--- src/rtl/plr_pkg.sv ---
package plr_pkg;

    // Field and register widths
    localparam int SAMPLE_W  = 16;
    localparam int RATE_W    = 16;
    localparam int CFG_IDX_W = 2;

    // Shared divider: 32-bit dividend, rate-wide divisor
    localparam int DIV_W = 32;

    // Default cap on results per input sample
    localparam int MAX_BURST_DEF = 64;

    // Configuration register indexes
    localparam logic [CFG_IDX_W-1:0] CFG_SOURCE_RATE = 2'd0;
    localparam logic [CFG_IDX_W-1:0] CFG_TARGET_RATE = 2'd1;

    typedef enum logic [3:0] {
        S_IDLE,
        S_CHECK,
        S_MULA,
        S_MULB,
        S_DIVS,
        S_DIVW,
        S_OUT,
        S_REMS,
        S_REMW
    } t_state;

    typedef struct packed {
        logic               start;
        logic [DIV_W-1:0]   dividend;
        logic [RATE_W-1:0]  divisor;
    } t_div_req;

    typedef struct packed {
        logic               done;
        logic [DIV_W-1:0]   quot;
        logic [RATE_W-1:0]  rem;
    } t_div_rsp;

endpackage

--- src/rtl/plr_in_if.sv ---
interface plr_in_if;
    import plr_pkg::*;

    logic                       valid;
    logic                       ready;
    logic signed [SAMPLE_W-1:0] in_sample;

    modport source (output valid, output in_sample, input ready);
    modport sink (input valid, input in_sample, output ready);
    modport monitor (input valid, input in_sample, input ready);
endinterface

--- src/rtl/plr_out_if.sv ---
interface plr_out_if;
    import plr_pkg::*;

    logic                       valid;
    logic                       ready;
    logic signed [SAMPLE_W-1:0] out_sample;
    logic                       last;
    logic                       burst_overflow;

    modport source (output valid, output out_sample, output last, output burst_overflow,
                    input ready);
    modport sink (input valid, input out_sample, input last, input burst_overflow,
                  output ready);
    modport monitor (input valid, input out_sample, input last, input burst_overflow,
                     input ready);
endinterface

--- src/rtl/pcm_linear_resampler.sv ---
// Sequence: a priming input, a zero-rate input or one with the phase at or past the span
// gives no result and leaves the block ready. Otherwise a check state, then per result two
// multiply steps, a rounding step and the 32-step shared divider, plus the wait on the sink.
// A cut burst adds one remainder pass through the same divider.
// One input at a time: not ready until all results of it are transferred and any remainder pass ends.
// Reset (synchronous, active low): rates to 1, phase and previous sample to 0, unprimed.
module pcm_linear_resampler #(
    parameter int MAX_BURST = plr_pkg::MAX_BURST_DEF
) (
    input  logic                           i_clk,
    input  logic                           i_rst_n,
    plr_in_if.sink                         i_in_ch,
    plr_out_if.source                      o_out_ch,
    input  logic                           i_cfg_we,
    input  logic [plr_pkg::CFG_IDX_W-1:0]  i_cfg_idx,
    input  logic [plr_pkg::RATE_W-1:0]     i_cfg_data
);
    import plr_pkg::*;

    localparam int CNT_W = $clog2(MAX_BURST + 1);
    localparam int OVF_W = RATE_W + $clog2(MAX_BURST + 1) + 1;

    t_state r_state;
    t_state n_state;

    logic [RATE_W-1:0]          r_src;
    logic [RATE_W-1:0]          r_tgt;
    logic [RATE_W-1:0]          r_phase;
    logic signed [SAMPLE_W-1:0] r_prev;
    logic                       r_primed;
    logic signed [SAMPLE_W-1:0] r_cur;
    logic [RATE_W-1:0]          r_p;
    logic [CNT_W-1:0]           r_cnt;
    logic                       r_ovf;
    logic signed [DIV_W-1:0]    r_prod;
    logic signed [DIV_W-1:0]    r_sum;
    logic                       r_neg;
    logic signed [SAMPLE_W-1:0] r_out_sample;
    logic                       r_last;

    logic                       w_in_xfer;
    logic                       w_out_xfer;
    logic                       w_busy_item;
    logic [RATE_W-1:0]          w_wa;
    logic signed [2*RATE_W:0]   w_prod_a;
    logic signed [2*RATE_W:0]   w_prod_b;
    logic signed [DIV_W-1:0]    w_sum;
    logic [DIV_W-1:0]           w_mag;
    logic [RATE_W:0]            w_p_next;
    logic [OVF_W-1:0]           w_reach;
    logic [SAMPLE_W-1:0]        w_q;
    t_div_req                   w_req;
    t_div_rsp                   w_rsp;

    plr_divider u_div (
        .i_clk   (i_clk),
        .i_rst_n (i_rst_n),
        .i_req   (w_req),
        .o_rsp   (w_rsp)
    );

    assign w_in_xfer  = i_in_ch.valid && i_in_ch.ready;
    assign w_out_xfer = o_out_ch.valid && o_out_ch.ready;

    // An accepted sample that produces results
    assign w_busy_item = r_primed && (r_src != '0) && (r_tgt != '0) && (r_phase < r_tgt);

    // Interpolation weights and products
    assign w_wa     = r_tgt - r_p;
    assign w_prod_a = r_prev * $signed({1'b0, w_wa});
    assign w_prod_b = r_cur * $signed({1'b0, r_p});
    assign w_sum    = r_prod + $signed(w_prod_b[DIV_W-1:0]);

    // Magnitude plus half the divisor: round half away from zero
    assign w_mag = (r_neg ? DIV_W'(-r_sum) : DIV_W'(r_sum))
                 + DIV_W'(r_tgt[RATE_W-1:1]);

    assign w_p_next = {1'b0, r_p} + {1'b0, r_src};
    assign w_reach  = OVF_W'(r_p) + OVF_W'(MAX_BURST) * OVF_W'(r_src);
    assign w_q      = w_rsp.quot[SAMPLE_W-1:0];

    // Next state
    always_comb begin
        n_state = r_state;
        unique case (r_state)
            S_IDLE: begin
                if (w_in_xfer && w_busy_item) begin
                    n_state = S_CHECK;
                end
            end
            S_CHECK: n_state = S_MULA;
            S_MULA:  n_state = S_MULB;
            S_MULB:  n_state = S_DIVS;
            S_DIVS:  n_state = S_DIVW;
            S_DIVW: begin
                if (w_rsp.done) begin
                    n_state = S_OUT;
                end
            end
            S_OUT: begin
                if (w_out_xfer) begin
                    if (!r_last) begin
                        n_state = S_MULA;
                    end else if (r_ovf) begin
                        n_state = S_REMS;
                    end else begin
                        n_state = S_IDLE;
                    end
                end
            end
            S_REMS:  n_state = S_REMW;
            S_REMW: begin
                if (w_rsp.done) begin
                    n_state = S_IDLE;
                end
            end
            default: n_state = S_IDLE;
        endcase
    end

    // Outputs and divider requests
    always_comb begin
        i_in_ch.ready  = 1'b0;
        o_out_ch.valid = 1'b0;
        w_req.start    = 1'b0;
        w_req.dividend = w_mag;
        w_req.divisor  = r_tgt;
        unique case (r_state)
            S_IDLE: i_in_ch.ready = 1'b1;
            S_DIVS: w_req.start = 1'b1;
            S_OUT:  o_out_ch.valid = 1'b1;
            S_REMS: begin
                w_req.start    = 1'b1;
                w_req.dividend = DIV_W'(r_tgt - r_p);
                w_req.divisor  = r_src;
            end
            default: ;
        endcase
    end

    assign o_out_ch.out_sample     = r_out_sample;
    assign o_out_ch.last           = r_last;
    assign o_out_ch.burst_overflow = r_ovf;

    // State register
    always_ff @(posedge i_clk) begin
        if (!i_rst_n) begin
            r_state <= S_IDLE;
        end else begin
            r_state <= n_state;
        end
    end

    // Configuration registers
    always_ff @(posedge i_clk) begin
        if (!i_rst_n) begin
            r_src <= RATE_W'(1);
            r_tgt <= RATE_W'(1);
        end else if (i_cfg_we) begin
            if (i_cfg_idx == CFG_SOURCE_RATE) begin
                r_src <= i_cfg_data;
            end else if (i_cfg_idx == CFG_TARGET_RATE) begin
                r_tgt <= i_cfg_data;
            end
        end
    end

    // Stream state: phase, previous sample, primed flag
    always_ff @(posedge i_clk) begin
        if (!i_rst_n) begin
            r_phase  <= '0;
            r_prev   <= '0;
            r_primed <= 1'b0;
        end else begin
            unique case (r_state)
                S_IDLE: begin
                    if (w_in_xfer) begin
                        if (!r_primed) begin
                            r_primed <= 1'b1;
                            r_prev   <= i_in_ch.in_sample;
                        end else if (r_src == '0 || r_tgt == '0) begin
                            r_prev <= i_in_ch.in_sample;
                        end else if (r_phase >= r_tgt) begin
                            r_phase <= r_phase - r_tgt;
                            r_prev  <= i_in_ch.in_sample;
                        end
                    end
                end
                S_OUT: begin
                    // Interval closed with every due result sent
                    if (w_out_xfer && r_last && !r_ovf) begin
                        r_phase <= RATE_W'(w_p_next - {1'b0, r_tgt});
                        r_prev  <= r_cur;
                    end
                end
                S_REMW: begin
                    // Cut burst: skip dropped results by the remainder
                    if (w_rsp.done) begin
                        r_phase <= (w_rsp.rem == '0) ? '0 : r_src - w_rsp.rem;
                        r_prev  <= r_cur;
                    end
                end
                default: ;
            endcase
        end
    end

    // Burst control: result count, overflow flag
    always_ff @(posedge i_clk) begin
        if (!i_rst_n) begin
            r_cnt <= '0;
            r_ovf <= 1'b0;
        end else begin
            unique case (r_state)
                S_IDLE: begin
                    if (w_in_xfer) begin
                        r_cnt <= '0;
                    end
                end
                S_CHECK: r_ovf <= w_reach < OVF_W'(r_tgt);
                S_OUT: begin
                    if (w_out_xfer) begin
                        r_cnt <= r_cnt + 1'b1;
                    end
                end
                default: ;
            endcase
        end
    end

    // Datapath registers
    always_ff @(posedge i_clk) begin
        unique case (r_state)
            S_IDLE: begin
                if (w_in_xfer) begin
                    r_cur <= i_in_ch.in_sample;
                    r_p   <= r_phase;
                end
            end
            S_MULA: r_prod <= w_prod_a[DIV_W-1:0];
            S_MULB: begin
                // Capture the sum and its sign for the rounding step
                r_sum <= w_sum;
                r_neg <= w_sum[DIV_W-1];
            end
            S_DIVW: begin
                if (w_rsp.done) begin
                    r_out_sample <= r_neg ? $signed(SAMPLE_W'(-w_q)) : $signed(w_q);
                    r_last       <= (w_p_next >= {1'b0, r_tgt})
                                 || (r_cnt == CNT_W'(MAX_BURST - 1));
                end
            end
            S_OUT: begin
                if (w_out_xfer) begin
                    r_p <= w_p_next[RATE_W-1:0];
                end
            end
            default: ;
        endcase
    end

endmodule

--- src/rtl/plr_divider.sv ---
module plr_divider (
    input  logic              i_clk,
    input  logic              i_rst_n,
    input  plr_pkg::t_div_req i_req,
    output plr_pkg::t_div_rsp o_rsp
);
    import plr_pkg::*;

    localparam int CNT_W = $clog2(DIV_W);

    logic [CNT_W-1:0]  r_cnt;
    logic              r_busy;
    logic              r_done;
    logic [DIV_W-1:0]  r_quot;
    logic [RATE_W-1:0] r_rem;
    logic [RATE_W-1:0] r_den;

    logic [RATE_W:0]   w_trial;
    logic              w_fit;
    logic [RATE_W:0]   w_diff;

    // One restoring step: shift in the next dividend bit, subtract if it fits
    assign w_trial = {r_rem, r_quot[DIV_W-1]};
    assign w_fit   = w_trial >= {1'b0, r_den};
    assign w_diff  = w_trial - {1'b0, r_den};

    // Control: run DIV_W steps, pulse done after the last
    always_ff @(posedge i_clk) begin
        if (!i_rst_n) begin
            r_busy <= 1'b0;
            r_done <= 1'b0;
            r_cnt  <= '0;
        end else begin
            r_done <= r_busy && (r_cnt == '0);
            if (i_req.start) begin
                r_busy <= 1'b1;
                r_cnt  <= CNT_W'(DIV_W - 1);
            end else if (r_busy) begin
                if (r_cnt == '0) begin
                    r_busy <= 1'b0;
                end
                r_cnt <= r_cnt - 1'b1;
            end
        end
    end

    // Datapath: quotient shifts in from the dividend register
    always_ff @(posedge i_clk) begin
        if (i_req.start) begin
            r_quot <= i_req.dividend;
            r_rem  <= '0;
            r_den  <= i_req.divisor;
        end else if (r_busy) begin
            r_quot <= {r_quot[DIV_W-2:0], w_fit};
            r_rem  <= w_fit ? w_diff[RATE_W-1:0] : w_trial[RATE_W-1:0];
        end
    end

    assign o_rsp.done = r_done;
    assign o_rsp.quot = r_quot;
    assign o_rsp.rem  = r_rem;

endmodule

--- src/flat_wrapper.sv ---
// flat-port wrapper written by rule: the top's interface ports become plain ports
module pcm_linear_resampler_flat import plr_pkg::*;
#(
    parameter int MAX_BURST = plr_pkg::MAX_BURST_DEF
)
  (i_clk, i_rst_n, i_cfg_we, i_cfg_idx, i_cfg_data, i_in_ch_valid, i_in_ch_in_sample, i_in_ch_ready, o_out_ch_valid, o_out_ch_out_sample, o_out_ch_last, o_out_ch_burst_overflow, o_out_ch_ready);
  plr_in_if i_in_ch_i ();
  plr_out_if o_out_ch_i ();
  input  logic i_clk;
  input  logic i_rst_n;
  input  logic i_cfg_we;
  input  logic [plr_pkg::CFG_IDX_W-1:0] i_cfg_idx;
  input  logic [plr_pkg::RATE_W-1:0] i_cfg_data;
  input wire logic [$bits(i_in_ch_i.valid)-1:0] i_in_ch_valid;
  input wire logic [$bits(i_in_ch_i.in_sample)-1:0] i_in_ch_in_sample;
  output wire logic [$bits(i_in_ch_i.ready)-1:0] i_in_ch_ready;
  output wire logic [$bits(o_out_ch_i.valid)-1:0] o_out_ch_valid;
  output wire logic [$bits(o_out_ch_i.out_sample)-1:0] o_out_ch_out_sample;
  output wire logic [$bits(o_out_ch_i.last)-1:0] o_out_ch_last;
  output wire logic [$bits(o_out_ch_i.burst_overflow)-1:0] o_out_ch_burst_overflow;
  input wire logic [$bits(o_out_ch_i.ready)-1:0] o_out_ch_ready;
  assign i_in_ch_i.valid = i_in_ch_valid;
  assign i_in_ch_i.in_sample = i_in_ch_in_sample;
  assign i_in_ch_ready = i_in_ch_i.ready;
  assign o_out_ch_valid = o_out_ch_i.valid;
  assign o_out_ch_out_sample = o_out_ch_i.out_sample;
  assign o_out_ch_last = o_out_ch_i.last;
  assign o_out_ch_burst_overflow = o_out_ch_i.burst_overflow;
  assign o_out_ch_i.ready = o_out_ch_ready;
  pcm_linear_resampler #(.MAX_BURST(MAX_BURST)) u_core (.i_clk(i_clk), .i_rst_n(i_rst_n), .i_in_ch(i_in_ch_i), .o_out_ch(o_out_ch_i), .i_cfg_we(i_cfg_we), .i_cfg_idx(i_cfg_idx), .i_cfg_data(i_cfg_data));
endmodule
--- config.mk ---
export PLATFORM = sky130hd
export DESIGN_NAME = pcm_linear_resampler_flat
export DESIGN_NICKNAME = d
export VERILOG_FILES = /design/src/rtl/plr_pkg.sv /design/src/rtl/plr_in_if.sv /design/src/rtl/plr_out_if.sv /design/src/rtl/pcm_linear_resampler.sv /design/src/rtl/plr_divider.sv /design/src/flat_wrapper.sv
export SDC_FILE = /design/constraint.sdc
export NUM_CORES = 2
export LEC_CHECK = 0
export BUFFER_PORTS_ARGS = -buffer_cell sky130_fd_sc_hd__clkbuf_2
export CORE_AREA = 2 2 257 259
export CTS_CLUSTER_SIZE = 20
export DETAILED_ROUTE_END_ITERATION = 8
export DIE_AREA = 0 0 259 261
export PLACE_DENSITY = 0.77
export SYNTH_ARGS = -nofsm -noshare
export SYNTH_HDL_FRONTEND = slang
export SYNTH_SLANG_ARGS = --single-unit
--- constraint.sdc ---
create_clock -name i_clk -period 8.3 [get_ports i_clk]
set_input_delay 0.415 -clock i_clk [delete_from_list [all_inputs] [get_ports i_clk]]
set_output_delay 0.415 -clock i_clk [all_outputs]
set_load 0.01 [all_outputs]
==> run_results.csv <==
group,metric,value,unit
placed_design,portBuffers,58,
job,cap_viol_max_count,0,
sta,final-setup-viol-count,0,
sta,layout_setup_ws,0.300,ns
clock_network,insertion_delay,0.59,ns
clock_network,clk_pin_slew,0.07,ns
synth,synth_commonest_cells,"inv_1, nand2_1, fa_1",
final_layout,fin_util,0.586,
sta,fin_skew,0.0515,ns
worst_hold_path,worstHoldPathType,"primary input to register",
sta,drv_slew,0,
synth,ys_seq_elements,261,
critical_path,crit_top_cell,"inv_1",
placed_design,pre_cts_slack,-0.190,ns
route,wl_per_cell,20.9,um
die,row_count,94,
sta,worstMarginPinSlew,1.20,ns
die,initial_utilization,0.543,
die,die_h,261,um
final_layout,drive_gt1_frac,0.0661,
synth,ys.flop_type,"edfxtp_1",
critical_path,slowest_delay,0.54,ns
clock_network,tritoncts,"done",
clock_network,htree_levels,2,
grt,grt_max_degree,67,
synth,yosys.area.top_type,"fa_1",
grt,antenna_found_initial,3,
critical_path,cp_top_family,"adder cells",
die,die_area,0.0676,mm2
synth,async_flop_share,0,
synth,synthTopCellsByArea,"fa_1, edfxtp_1, ha_1",
synth,synth_cells,3959,
sta,hold_viol,0,
critical_path,cp_max_fo,6,
die,io_pins,59,
critical_path,crit_start,"u_core.r_tgt[0]",
sta,finalCritPeriodShare,0.964,
synth,syn_nets,4797,
worst_hold_path,hp-start,"i_in_ch_in_sample[3]",
sta,fin_tns_setup,0,ns
grt,grt_overflow,0,
run_status,status,"completed",
route,via_count,29000,
synth,seq_area_frac_synth,0.193,
critical_path,end_kind,"register",
clock_network,cts_hold_buffers,0,
grt,grt_pass1_vias,28200,
critical_path,critPathLaunchType,"register",
synth,synth_top_area_share,0.242,
synth,synth.cell_area,0.0353,mm2
critical_path,crit_buf_inv,7,
critical_path,critical_path_arrival,8.31,ns
clock_network,clock_tree.root_cell,"clkbuf_16",
grt,grt_pass1_wl,159,mm
placed_design,place_hpwl,79.8,mm
synth,yosysMostFrequentCell,"inv_1",
critical_path,r2r_start,"u_core.r_tgt[0]",
synth,ys_types,89,
final_layout,nets,4824,
clock_network,cts_num_sinks,261,
final_layout,ff_latch_area,0.00684,mm2
sta,fin_crit,8.00,ns
placed_design,gp_congestion,0.973,
final_layout,syn_to_final_growth,7.89,%
clock_network,cts_buffer_depth,3,
grt,grtUsageTotal,0.306,
final_layout,fill_cells,5571,
sta,timing.fmax,125,MHz
route,postRouteAntennaNets,0,
synth,yosysWarnings,0,
route,drc,0,
route,vias_per_cell,5.95,
critical_path,worstSetupPathType,"register to register",
sta,slew_headroom,0.193,
critical_path,required,8.61,ns
critical_path,cp_slowest_cell,"fa_1",
route,first_pass_iters,8,
sta,rsz0062_at_grt,"false",
die,die_w,259,um
route,drt-total-wl,102,mm
die,core_area,0.0650,mm2
final_layout,multiInputGateArea,0.0259,mm2
synth,synth_edf_count,161,
route,drt_iter0_drc,2957,
synth,avgSynthCellArea,8.93,um2
clock_network,cts-buffers-inserted,34,
## layout by cell type (no fill, tap or decap), types with 10 or more instances in the layout
cell / count
mux2i_1: 13
or3_1: 24
mux2_2: 10
a21oi_1: 185
ha_1: 369
a211oi_1: 29
nand2b_1: 37
xor2_1: 55
o31ai_1: 21
nand2_1: 491
o22ai_1: 12
and2_1: 232
fa_1: 424
a221o_1: 11
dfxtp_1: 100
o211ai_1: 19
buf_4: 71
nor2b_1: 58
nand3_1: 44
a31oi_1: 27
nor2_1: 202
nor3_1: 47
edfxtp_1: 161
o21bai_1: 16
o21a_1: 37
a311oi_1: 18
clkbuf_2: 58
nor4_1: 20
xnor2_1: 135
inv_1: 609
o21ai_0: 139
or4_1: 15
and3_1: 19
a21o_1: 53
nand4_1: 16
clkbuf_16: 36
## state kept, by name, indices dropped and copies added, names as in the netlist, 4 cells and up
register	count
u_core.o_out_ch.out_sample	16
u_core.r_cnt	7
u_core.r_cur	16
u_core.r_p	16
u_core.r_phase	16
u_core.r_prev	16
u_core.r_prod	32
u_core.r_src	16
u_core.r_state	4
u_core.r_sum	31
u_core.r_tgt	16
u_core.u_div.r_cnt	5
u_core.u_div.r_den	16
u_core.u_div.r_quot	32
u_core.u_div.r_rem	16
## stage by stage
| step | hold WS, ns | cells | instance area, um2 |
|---|---|---|---|
| final | 0.0431 | 4878 | 38100 |
| after global routing | 0.0370 | 4876 | 38100 |
| after CTS | 0.0293 | 4873 | 38000 |
| after detailed placement | 0.469 | 4810 | 36800 |
| after global placement | 0.458 | 4810 | 36800 |
| after floorplan | 0.440 | 3959 | 35400 |
## cells by family (layout without fill, tap and decap cells)
group	count (synthesis)	after routing	share of synthesized area
AND/OR/NAND/NOR	1261	1261	0.174
multiplexers	23	23	0.00687
XOR/XNOR	193	193	0.0478
flip-flops	261	261	0.193
AO/OA/AOI/OAI	672	672	0.124
adder cells (fa/ha/maj)	799	799	0.373
buffers and inverters	750	803	0.0800
other	0	2	0
## worst reg2reg max path: cells and delay by family, from the launching register on
family          cells  cell delay, ns
flops               1            0.31
xor+xnor            2            0.27
fa+ha+maj           9            3.72
buf+inv             7            0.52
simple gates        6            1.17
compound gates      9            1.77
## final cells by class
cell class / instances / share of cell area
clock buffers: 38 / 0.0241
clock inverters: 24 / 0.00732
diodes: 2 / 0.000131
flip-flops and latches: 261 / 0.179
inverters: 611 / 0.0601
multi-input cells: 2948 / 0.679
well taps: 864 / 0.0283
repair buffers: 130 / 0.0221
## per-layer routing
metal	routed length (um)	global-route usage
met4	4460	0.117
met5	13	0
met1	42800	0.431
met2	44100	0.470
met3	10700	0.0549
## what timing repair did
item | 4_1_cts | 5_1_grt
resized for setup | 2 | 23
buffers inserted | 1 | 3
endpoints found under the setup margin | 3 | 7
pin swaps | 1 | 17
## worst paths after layout
kind                                     endpoint  slack (ns)  cells after the start
worst max-delay path            u_core.r_prod[29]        0.30                     33
worst min-delay path              u_core.r_cur[3]        0.04                      1
worst min register to register  u_core.r_phase[0]        0.50                      2
worst max register to register  u_core.r_prod[29]        0.30                     33
Power is not shown: default switching activity piles up to over one toggle a cycle in this logic, so the estimate is an artifact.
